### src/rtl/cfre_pkg.sv
`timescale 1ns / 1ps
// ----------------------------------------------------------------------------
// Cell formula range evaluator package
// Shared widths, codes and the command and status records between the
// controller and the datapath.
// ----------------------------------------------------------------------------
package cfre_pkg;

    localparam int CELL_COUNT = 1024;
    localparam int CELL_AW    = $clog2(CELL_COUNT);
    localparam int VAL_W      = 32;
    localparam int CELL_W     = 11;
    localparam int COLS_W     = 11;
    localparam int KIND_W     = 3;
    localparam int OP_W       = 3;
    localparam int STAT_W     = 2;
    localparam int TGT_W      = 10;
    localparam int N_W        = 11;
    localparam int SUM_W      = 43;
    localparam int ACC_W      = 74;
    localparam int DIV_DW     = 74;
    localparam int DIV_VW     = 32;
    localparam int DIV_CW     = 7;
    localparam int SQ_IW      = 64;
    localparam int SQ_OW      = 32;
    localparam int SQ_CW      = 6;
    localparam int MID_W      = 43;
    localparam int SHORT_W    = 11;
    localparam int APB_AW     = 3;
    localparam int APB_DW     = 32;

    localparam logic [COLS_W-1:0] COLS_RESET = 11'd32;

    localparam logic [DIV_CW-1:0] DIV_LEN_SHORT = DIV_CW'(SHORT_W);
    localparam logic [DIV_CW-1:0] DIV_LEN_MID   = DIV_CW'(MID_W);
    localparam logic [DIV_CW-1:0] DIV_LEN_LONG  = DIV_CW'(DIV_DW);

    localparam logic [KIND_W-1:0] KIND_CONST = 3'd0;
    localparam logic [KIND_W-1:0] KIND_ARITH = 3'd1;
    localparam logic [KIND_W-1:0] KIND_MIN   = 3'd2;
    localparam logic [KIND_W-1:0] KIND_MAX   = 3'd3;
    localparam logic [KIND_W-1:0] KIND_AVG   = 3'd4;
    localparam logic [KIND_W-1:0] KIND_SUM   = 3'd5;
    localparam logic [KIND_W-1:0] KIND_STDEV = 3'd6;

    localparam logic [OP_W-1:0] OP_ADD = 3'd0;
    localparam logic [OP_W-1:0] OP_SUB = 3'd1;
    localparam logic [OP_W-1:0] OP_MUL = 3'd2;
    localparam logic [OP_W-1:0] OP_DIV = 3'd3;

    localparam logic [STAT_W-1:0] STAT_OK       = 2'd0;
    localparam logic [STAT_W-1:0] STAT_UNSUPP   = 2'd1;
    localparam logic [STAT_W-1:0] STAT_DIV_ZERO = 2'd2;
    localparam logic [STAT_W-1:0] STAT_INVERTED = 2'd3;

    localparam logic [APB_AW-1:0] REG_COLS = 3'd0;

    typedef enum logic [2:0] {
        DS_FIRST,
        DS_SECOND,
        DS_ARITH,
        DS_MEAN,
        DS_VAR
    } t_div_sel;

    typedef enum logic [1:0] {
        RS_A,
        RS_B,
        RS_WALK
    } t_rd_sel;

    typedef enum logic [2:0] {
        RES_CONST,
        RES_ALU,
        RES_MIN,
        RES_MAX,
        RES_SUM,
        RES_ROOT
    } t_res_src;

    typedef struct packed {
        logic              load;
        logic              clr_step;
        logic              rd_en;
        t_rd_sel           rd_sel;
        logic              lat_a;
        logic              lat_b;
        logic              walk_init;
        logic              walk_step;
        logic              pass2;
        logic              div_start;
        t_div_sel          div_sel;
        logic              div_take;
        logic              sqrt_start;
        logic              res_load;
        t_res_src          res_src;
        logic              err_load;
        logic [STAT_W-1:0] err_code;
        logic              finish;
    } t_cmd;

    typedef struct packed {
        logic [KIND_W-1:0] kind;
        logic [OP_W-1:0]   op;
        logic              neg1;
        logic              neg2;
        logic              b_zero;
        logic              inverted;
        logic              walk_last;
        logic              pipe_busy;
        logic              div_busy;
        logic              sqrt_busy;
        logic              clr_last;
        logic              out_free;
    } t_sts;

endpackage

### src/rtl/cfre_ctrl.sv
`timescale 1ns / 1ps
// ----------------------------------------------------------------------------
// Cell formula range evaluator controller
// Sequences operand reads, range walks, divisions and the square root for
// one formula at a time.
// ----------------------------------------------------------------------------
module cfre_ctrl
    import cfre_pkg::*;
(
    input  logic i_clk,
    input  logic i_rst_n,
    input  logic i_in_valid,
    input  t_sts i_sts,
    output t_cmd o_cmd,
    output logic o_in_ready
);

    typedef enum logic [3:0] {
        S_CLEAR,
        S_IDLE,
        S_DECODE,
        S_RD_B,
        S_LAT_B,
        S_EXEC,
        S_DIV_WAIT,
        S_RNG_CHECK,
        S_WALK,
        S_DRAIN,
        S_SQRT,
        S_SQRT_WAIT,
        S_FINISH
    } t_state;

    t_state   r_state, n_state;
    t_div_sel r_div_sel, n_div_sel;
    logic     r_pass2, n_pass2;
    t_cmd     w_cmd;

    always_comb begin
        n_state        = r_state;
        n_div_sel      = r_div_sel;
        n_pass2        = r_pass2;
        w_cmd          = '0;
        w_cmd.pass2    = r_pass2;
        w_cmd.div_sel  = r_div_sel;
        w_cmd.rd_sel   = RS_A;
        w_cmd.res_src  = RES_CONST;
        w_cmd.err_code = STAT_OK;
        case (r_state)
            S_CLEAR: begin
                w_cmd.clr_step = 1'b1;
                if (i_sts.clr_last) begin
                    n_state = S_IDLE;
                end
            end
            S_IDLE: begin
                if (i_in_valid) begin
                    w_cmd.load = 1'b1;
                    n_pass2    = 1'b0;
                    n_state    = S_DECODE;
                end
            end
            S_DECODE: begin
                case (i_sts.kind)
                    KIND_CONST: begin
                        w_cmd.res_load = 1'b1;
                        w_cmd.res_src  = RES_CONST;
                        n_state        = S_FINISH;
                    end
                    KIND_ARITH: begin
                        if (i_sts.op > OP_DIV) begin
                            w_cmd.err_load = 1'b1;
                            w_cmd.err_code = STAT_UNSUPP;
                            n_state        = S_FINISH;
                        end else begin
                            w_cmd.rd_en  = 1'b1;
                            w_cmd.rd_sel = RS_A;
                            n_state      = S_RD_B;
                        end
                    end
                    KIND_MIN, KIND_MAX, KIND_AVG, KIND_SUM, KIND_STDEV: begin
                        if (i_sts.neg1 || i_sts.neg2) begin
                            w_cmd.err_load = 1'b1;
                            w_cmd.err_code = STAT_INVERTED;
                            n_state        = S_FINISH;
                        end else begin
                            // split the top-left corner into row and column
                            w_cmd.div_start = 1'b1;
                            w_cmd.div_sel   = DS_FIRST;
                            n_div_sel       = DS_FIRST;
                            n_state         = S_DIV_WAIT;
                        end
                    end
                    default: begin
                        w_cmd.err_load = 1'b1;
                        w_cmd.err_code = STAT_UNSUPP;
                        n_state        = S_FINISH;
                    end
                endcase
            end
            S_RD_B: begin
                w_cmd.lat_a  = 1'b1;
                w_cmd.rd_en  = 1'b1;
                w_cmd.rd_sel = RS_B;
                n_state      = S_LAT_B;
            end
            S_LAT_B: begin
                w_cmd.lat_b = 1'b1;
                n_state     = S_EXEC;
            end
            S_EXEC: begin
                if (i_sts.op == OP_DIV) begin
                    if (i_sts.b_zero) begin
                        w_cmd.err_load = 1'b1;
                        w_cmd.err_code = STAT_DIV_ZERO;
                        n_state        = S_FINISH;
                    end else begin
                        w_cmd.div_start = 1'b1;
                        w_cmd.div_sel   = DS_ARITH;
                        n_div_sel       = DS_ARITH;
                        n_state         = S_DIV_WAIT;
                    end
                end else begin
                    w_cmd.res_load = 1'b1;
                    w_cmd.res_src  = RES_ALU;
                    n_state        = S_FINISH;
                end
            end
            S_DIV_WAIT: begin
                if (!i_sts.div_busy) begin
                    w_cmd.div_take = 1'b1;
                    case (r_div_sel)
                        DS_FIRST: begin
                            w_cmd.div_start = 1'b1;
                            w_cmd.div_sel   = DS_SECOND;
                            n_div_sel       = DS_SECOND;
                        end
                        DS_SECOND: begin
                            n_state = S_RNG_CHECK;
                        end
                        DS_MEAN: begin
                            if (i_sts.kind == KIND_AVG) begin
                                n_state = S_FINISH;
                            end else begin
                                // second pass over the rectangle for deviations
                                w_cmd.walk_init = 1'b1;
                                w_cmd.pass2     = 1'b1;
                                n_pass2         = 1'b1;
                                n_state         = S_WALK;
                            end
                        end
                        DS_VAR: begin
                            n_state = S_SQRT;
                        end
                        default: begin
                            n_state = S_FINISH;
                        end
                    endcase
                end
            end
            S_RNG_CHECK: begin
                if (i_sts.inverted) begin
                    w_cmd.err_load = 1'b1;
                    w_cmd.err_code = STAT_INVERTED;
                    n_state        = S_FINISH;
                end else begin
                    w_cmd.walk_init = 1'b1;
                    n_state         = S_WALK;
                end
            end
            S_WALK: begin
                w_cmd.rd_en     = 1'b1;
                w_cmd.rd_sel    = RS_WALK;
                w_cmd.walk_step = 1'b1;
                if (i_sts.walk_last) begin
                    n_state = S_DRAIN;
                end
            end
            S_DRAIN: begin
                if (!i_sts.pipe_busy) begin
                    if (r_pass2) begin
                        w_cmd.div_start = 1'b1;
                        w_cmd.div_sel   = DS_VAR;
                        n_div_sel       = DS_VAR;
                        n_state         = S_DIV_WAIT;
                    end else begin
                        case (i_sts.kind)
                            KIND_MIN: begin
                                w_cmd.res_load = 1'b1;
                                w_cmd.res_src  = RES_MIN;
                                n_state        = S_FINISH;
                            end
                            KIND_MAX: begin
                                w_cmd.res_load = 1'b1;
                                w_cmd.res_src  = RES_MAX;
                                n_state        = S_FINISH;
                            end
                            KIND_SUM: begin
                                w_cmd.res_load = 1'b1;
                                w_cmd.res_src  = RES_SUM;
                                n_state        = S_FINISH;
                            end
                            default: begin
                                w_cmd.div_start = 1'b1;
                                w_cmd.div_sel   = DS_MEAN;
                                n_div_sel       = DS_MEAN;
                                n_state         = S_DIV_WAIT;
                            end
                        endcase
                    end
                end
            end
            S_SQRT: begin
                w_cmd.sqrt_start = 1'b1;
                n_state          = S_SQRT_WAIT;
            end
            S_SQRT_WAIT: begin
                if (!i_sts.sqrt_busy) begin
                    w_cmd.res_load = 1'b1;
                    w_cmd.res_src  = RES_ROOT;
                    n_state        = S_FINISH;
                end
            end
            S_FINISH: begin
                // hold until the output register can take the transfer
                if (i_sts.out_free) begin
                    w_cmd.finish = 1'b1;
                    n_state      = S_IDLE;
                end
            end
            default: begin
                n_state = S_IDLE;
            end
        endcase
    end

    always_ff @(posedge i_clk) begin
        if (!i_rst_n) begin
            r_state   <= S_CLEAR;
            r_div_sel <= DS_FIRST;
            r_pass2   <= 1'b0;
        end else begin
            r_state   <= n_state;
            r_div_sel <= n_div_sel;
            r_pass2   <= n_pass2;
        end
    end

    assign o_cmd      = w_cmd;
    assign o_in_ready = (r_state == S_IDLE);

endmodule

### config.mk
export PLATFORM = sky130hd
export DESIGN_NAME = cfre_ctrl
export DESIGN_NICKNAME = d
export VERILOG_FILES = /design/src/rtl/cfre_pkg.sv /design/src/rtl/cfre_ctrl.sv
export SDC_FILE = /design/constraint.sdc
export NUM_CORES = 1
export LEC_CHECK = 0
export BUFFER_PORTS_ARGS = -buffer_cell sky130_fd_sc_hd__clkbuf_2
export CAP_MARGIN = 20
export CORE_MARGIN = 2
export CORE_UTILIZATION = 35
export CTS_BUF_LIST = sky130_fd_sc_hd__clkbuf_8
export CTS_CLUSTER_SIZE = 30
export DETAILED_ROUTE_END_ITERATION = 6
export PLACE_DENSITY = 0.59
export SYNTH_ARGS = -nofsm -noshare
export SYNTH_HDL_FRONTEND = slang
export SYNTH_SLANG_ARGS = --single-unit
export TNS_END_PERCENT = 50
### constraint.sdc
create_clock -name i_clk -period 4.4 [get_ports i_clk]
set_clock_uncertainty 0.15 [all_clocks]
set_input_delay 0.44 -clock i_clk [delete_from_list [all_inputs] [get_ports i_clk]]
set_output_delay 0.44 -clock i_clk [all_outputs]
set_load 0.01 [all_outputs]
Word level (Yosys, flattened, before mapping):

Index checks and enable logic that the tools add are counted.

* output and inout port bits: 25
* word-level logic and storage cells: 127
* register bits after elaboration: 8

* $lt $le $gt $ge: 1
* multiplexer cells: 76
* reductions and logical operators: 11
* equality and inequality tests: 36

Operator list (count)
* two-way mux 4 bit: 26
* two-way mux 3 bit: 18
* case mux 4 bit (13 select lines): 1
* case mux 4 bit (4 select lines): 3
* case mux 3 bit (3 select lines): 3
* != test 2 bit, second input constant: 11
* == test 4 bit, second input constant: 5
* two-way mux 1 bit: 19
* == test 4 x 3 -> 1 bit, second input constant: 4
* == test 3 x 2 -> 1 bit, second input constant: 4
* == test 3 bit, second input constant: 4
* case mux 3 bit (4 select lines): 1
* case mux 4 bit (3 select lines): 1
* AND reduction 9 bit: 1
* == test 4 x 2 -> 1 bit, second input constant: 2
* case mux 4 bit (2 select lines): 1
* AND reduction 8 bit: 1
* == test 3 x 1 -> 1 bit, second input constant: 2
* logical NOT 3 bit: 2
* two-way mux 6 bit: 1
* OR reduction 5 bit: 1
* == test 4 x 1 -> 1 bit, second input constant: 1
* logical NOT 4 bit: 1
* != test 2 x 1 -> 1 bit, second input constant: 2
* other kinds (8): 9

Logic depth before layout (Yosys ltp):

* depth in word-level cells: 6
* gate-level depth with buffers: 7
* mapped depth without buffers: 5

Worst setup path after synthesis:

Ideal clock, no wire load.

* path kind: flip-flop to output port
* from: register r_state[3]
* to: output port o_cmd[10] (netlist name)
* required time: 3810 ps
* setup slack: 1936 ps
* buffers on the path: 1
* cell stages (with the launch flop): 7
* arrival time: 1874 ps
* cells stage by stage: dfxtp_1 buf_6 or4b_4 or3_4 o31a_4 nand3_1 nand3_1

RTL lines
* from (decl): line cfre_ctrl.sv:34 `t_state r_state, n_state;`
* from (signal assigned): line cfre_ctrl.sv:243 `r_state <= n_state;`
* to (decl): line cfre_ctrl.sv:14 `output t_cmd o_cmd,`

==> flow_summary.ini <==
[outcome]
run_status = completed

[clock_tree]
post_cts_resized = 0
insertion_delay_ps = 220
postCtsSetupBuffers = 0
cts_tree = yes
ctsHoldBuffers = 0
cts-root-buf = clkbuf_8
cts_buffer_depth = 2
htree_levels = 1
cts.sinks = 8
numCtsBuffers = 3
clkSlewWorstSetupHoldPaths_ps = 40

[detailed_routing]
via_count = 1410
vias_per_cell = 5.69
drc = 0
drt-total-wl_um = 3600
first_pass_iters = 4
detail-route-antenna-nets = 0
drt_iter0_markers = 85
post_drt_wl_per_cell_um = 14.5

[power_and_ir_drop]
ir_worst_vdd_mv = 0.126
switching_power_mw = 0.139
swShare = 0.410
p_leak_nw = 0.640
power.density_mw_per_mm2 = 244
power_frac_seq = 0.306
power_mw = 0.340
p_int_mw = 0.201
p_comb_frac = 0.443
clkPwrFrac = 0.251

[min_path]
whs_path_depth = 2
hold_path.class = in -> reg
whs_endpoint = r_div_sel[1]
worstHoldStart = i_rst_n

[synth]
seq_area_frac_synth = 0.139
synth-adder-area-share = 0
synth_compound_area_frac = 0.299
synth_cell_types = 55
syn_avg_cell_area_sq_um = 6.65
yosys_warnings = 0
syn_inst = 173
synth-xor-area-share = 0.00761
syn_nets = 192
syn_area_sq_mm = 0.00115
synth_edf_count = 0
synth_top_family_by_area = simple AND/OR/NAND/NOR gates
postSynth.asyncResetShare = 0
synth-simple-area-share = 0.449
synth-main-ff-cell = dfxtp_1
synth-seq-cells = 8
muxShareOfSynthArea = 0.0174

[floorplanning]
start_util = 0.371
core_sq_mm = 0.00310
die_height_um = 61.4
die-area_sq_mm = 0.00376
io_pins = 44
die_x_um = 61.4
rows = 20

[global_routing]
grt_pass1_vias = 1244
antenna_found_initial = 0
grt_max_degree = 28
track_usage = 0.206
grt-ovfl-total = 0
grt_pass1_wl_um = 5940

[timing]
setup_viol = 0
final.setup.tns_ps = 0
hold_viol = 0
slew-limit-headroom = 0.458
timing.final.crit_period_ps = 3190
fin_crit_sh = 0.725
slew_violations = 0
rsz0062_at_grt = no
tightest_slew_ps = 792
fmax_ghz = 0.314

[finish]
n_fill_cell = 335
area_growth_pct = 20.9
final_common_cell = clkbuf_2
stdcell_count = 248
fin_nets = 225
final_cell_mix = clkbuf_2 (43), nor2_1 (21), nand2_1 (17)
diodes = 0
layout-drive-gt1-share = 0.265

[flow_run]
drv_cap = 0

[place]
hpwlAfterDp_um = 2810
port_buffers = 43
dp_cells = 245
gp_congestion = 0.839

[critical_path]
cpLargestDelayFamily = simple AND/OR/NAND/NOR gates
rr_endpoint = r_state[2]
reg2reg_depth = 5
r2r_start = r_state[3]
critical_path_class = reg -> out
slowest_stage = dfxtp_1
crit_buf_inv = 1
critPathMostFrequentCell = nand3_1
worst_setup_path_start_kind = flop
worstPathCellList = or4b_4, or3_4, o31a_4, nand3_1, nand3_1, clkbuf_2
max_stage_delay_ps = 750
cp_max_fo = 24
r2r_slack_ps = 1790
end_kind = output port
crit_required_ps = 3810
arrival_ps = 2600
## layer usage
layer  up-vias  GRT usage  part of all wire  wire length [um]
li1        699          -                 -                 -
met1       648      0.300              0.47              1700
met2        63      0.328              0.45              1630
met3         0     0.0336             0.075               269
met4         0     0.0274                 0                 0
met5         -          0                 0                 0
## state kept, by name (all words and copies together), names as in the netlist
name       count
r_state        4
r_div_sel      3
r_pass2        1
## final cells by class
class,instances,area (sq um),share of cell area
well taps,44,55.1,0.0396
inverters,8,30.0,0.0216
flip-flops and latches,8,160,0.115
clock buffers,3,41.3,0.0297
multi-input cells,142,890,0.639
repair buffers,43,215,0.155
## power by group through the flow
stage | clock network, mW | registers [mW] | logic (mW)
floorplan | 0 | 0.0810 | 0.128
global placement | 0 | 0.105 | 0.152
detailed placement | 0 | 0.105 | 0.151
CTS | 0.0883 | 0.104 | 0.151
global route | 0.0924 | 0.108 | 0.170
finish | 0.0852 | 0.104 | 0.151
## Yosys cell counts (2+ instances only)
| library cell | n | area (sq um) |
|---|---|---|
| mux2i_1 | 2 | 20.0 |
| a21oi_1 | 6 | 30.0 |
| dfxtp_1 | 8 | 160 |
| inv_1 | 7 | 26.3 |
| nand3_1 | 6 | 30.0 |
| or2_1 | 2 | 12.5 |
| nor2b_1 | 6 | 37.5 |
| and4_1 | 2 | 17.5 |
| o31ai_1 | 3 | 22.5 |
| clkbuf_1 | 9 | 33.8 |
| o21ai_0 | 8 | 40.0 |
| and3_1 | 2 | 12.5 |
| a22o_1 | 3 | 26.3 |
| nand4_1 | 2 | 12.5 |
| nor3b_1 | 3 | 22.5 |
| o41ai_1 | 2 | 17.5 |
| and3b_1 | 2 | 17.5 |
| or4_1 | 2 | 15.0 |
| and2_1 | 2 | 12.5 |
| nand2_1 | 17 | 63.8 |
| nor3_1 | 12 | 60.1 |
| a31oi_1 | 4 | 25.0 |
| o21ai_1 | 5 | 25.0 |
| nand2b_1 | 5 | 31.3 |
| nor2_1 | 21 | 78.8 |
| buf_2 | 3 | 15.0 |
## cells by family after synthesis
group                     after synthesis
AOI/OAI and AO/OA                      45
xor gates and xnor gates                1
buffers and inverters                  23
DFF                                     8
muxes                                   2
and+or+nand+nor                        94
## worst max-delay path by stage
stage / start / endpoint / cells past startpoint
final: r_state[1] / o_cmd[10] / 6
after detailed placement: r_state[1] / o_cmd[10] / 6
after global routing: r_state[1] / o_cmd[10] / 6
after global placement: r_state[1] / o_cmd[10] / 6
after CTS: r_state[1] / o_cmd[10] / 6
after floorplan: r_state[3] / o_cmd[10] / 6
## stage by stage
step / hold WS (ps) / setup WS [ps] / utilization / area, sq um
2_1_floorplan: 399 / 1940 / - / 1150
3_3_place_gp: 456 / 1510 / 0.435 / 1350
3_5_place_dp: 470 / 1440 / 0.435 / 1350
4_1_cts: 372 / 1220 / 0.448 / 1390
5_1_grt: 393 / 1090 / 0.448 / 1390
6_report: 378 / 1210 / 0.448 / 1390
Note: power is estimated with default switching activity, not from simulation.
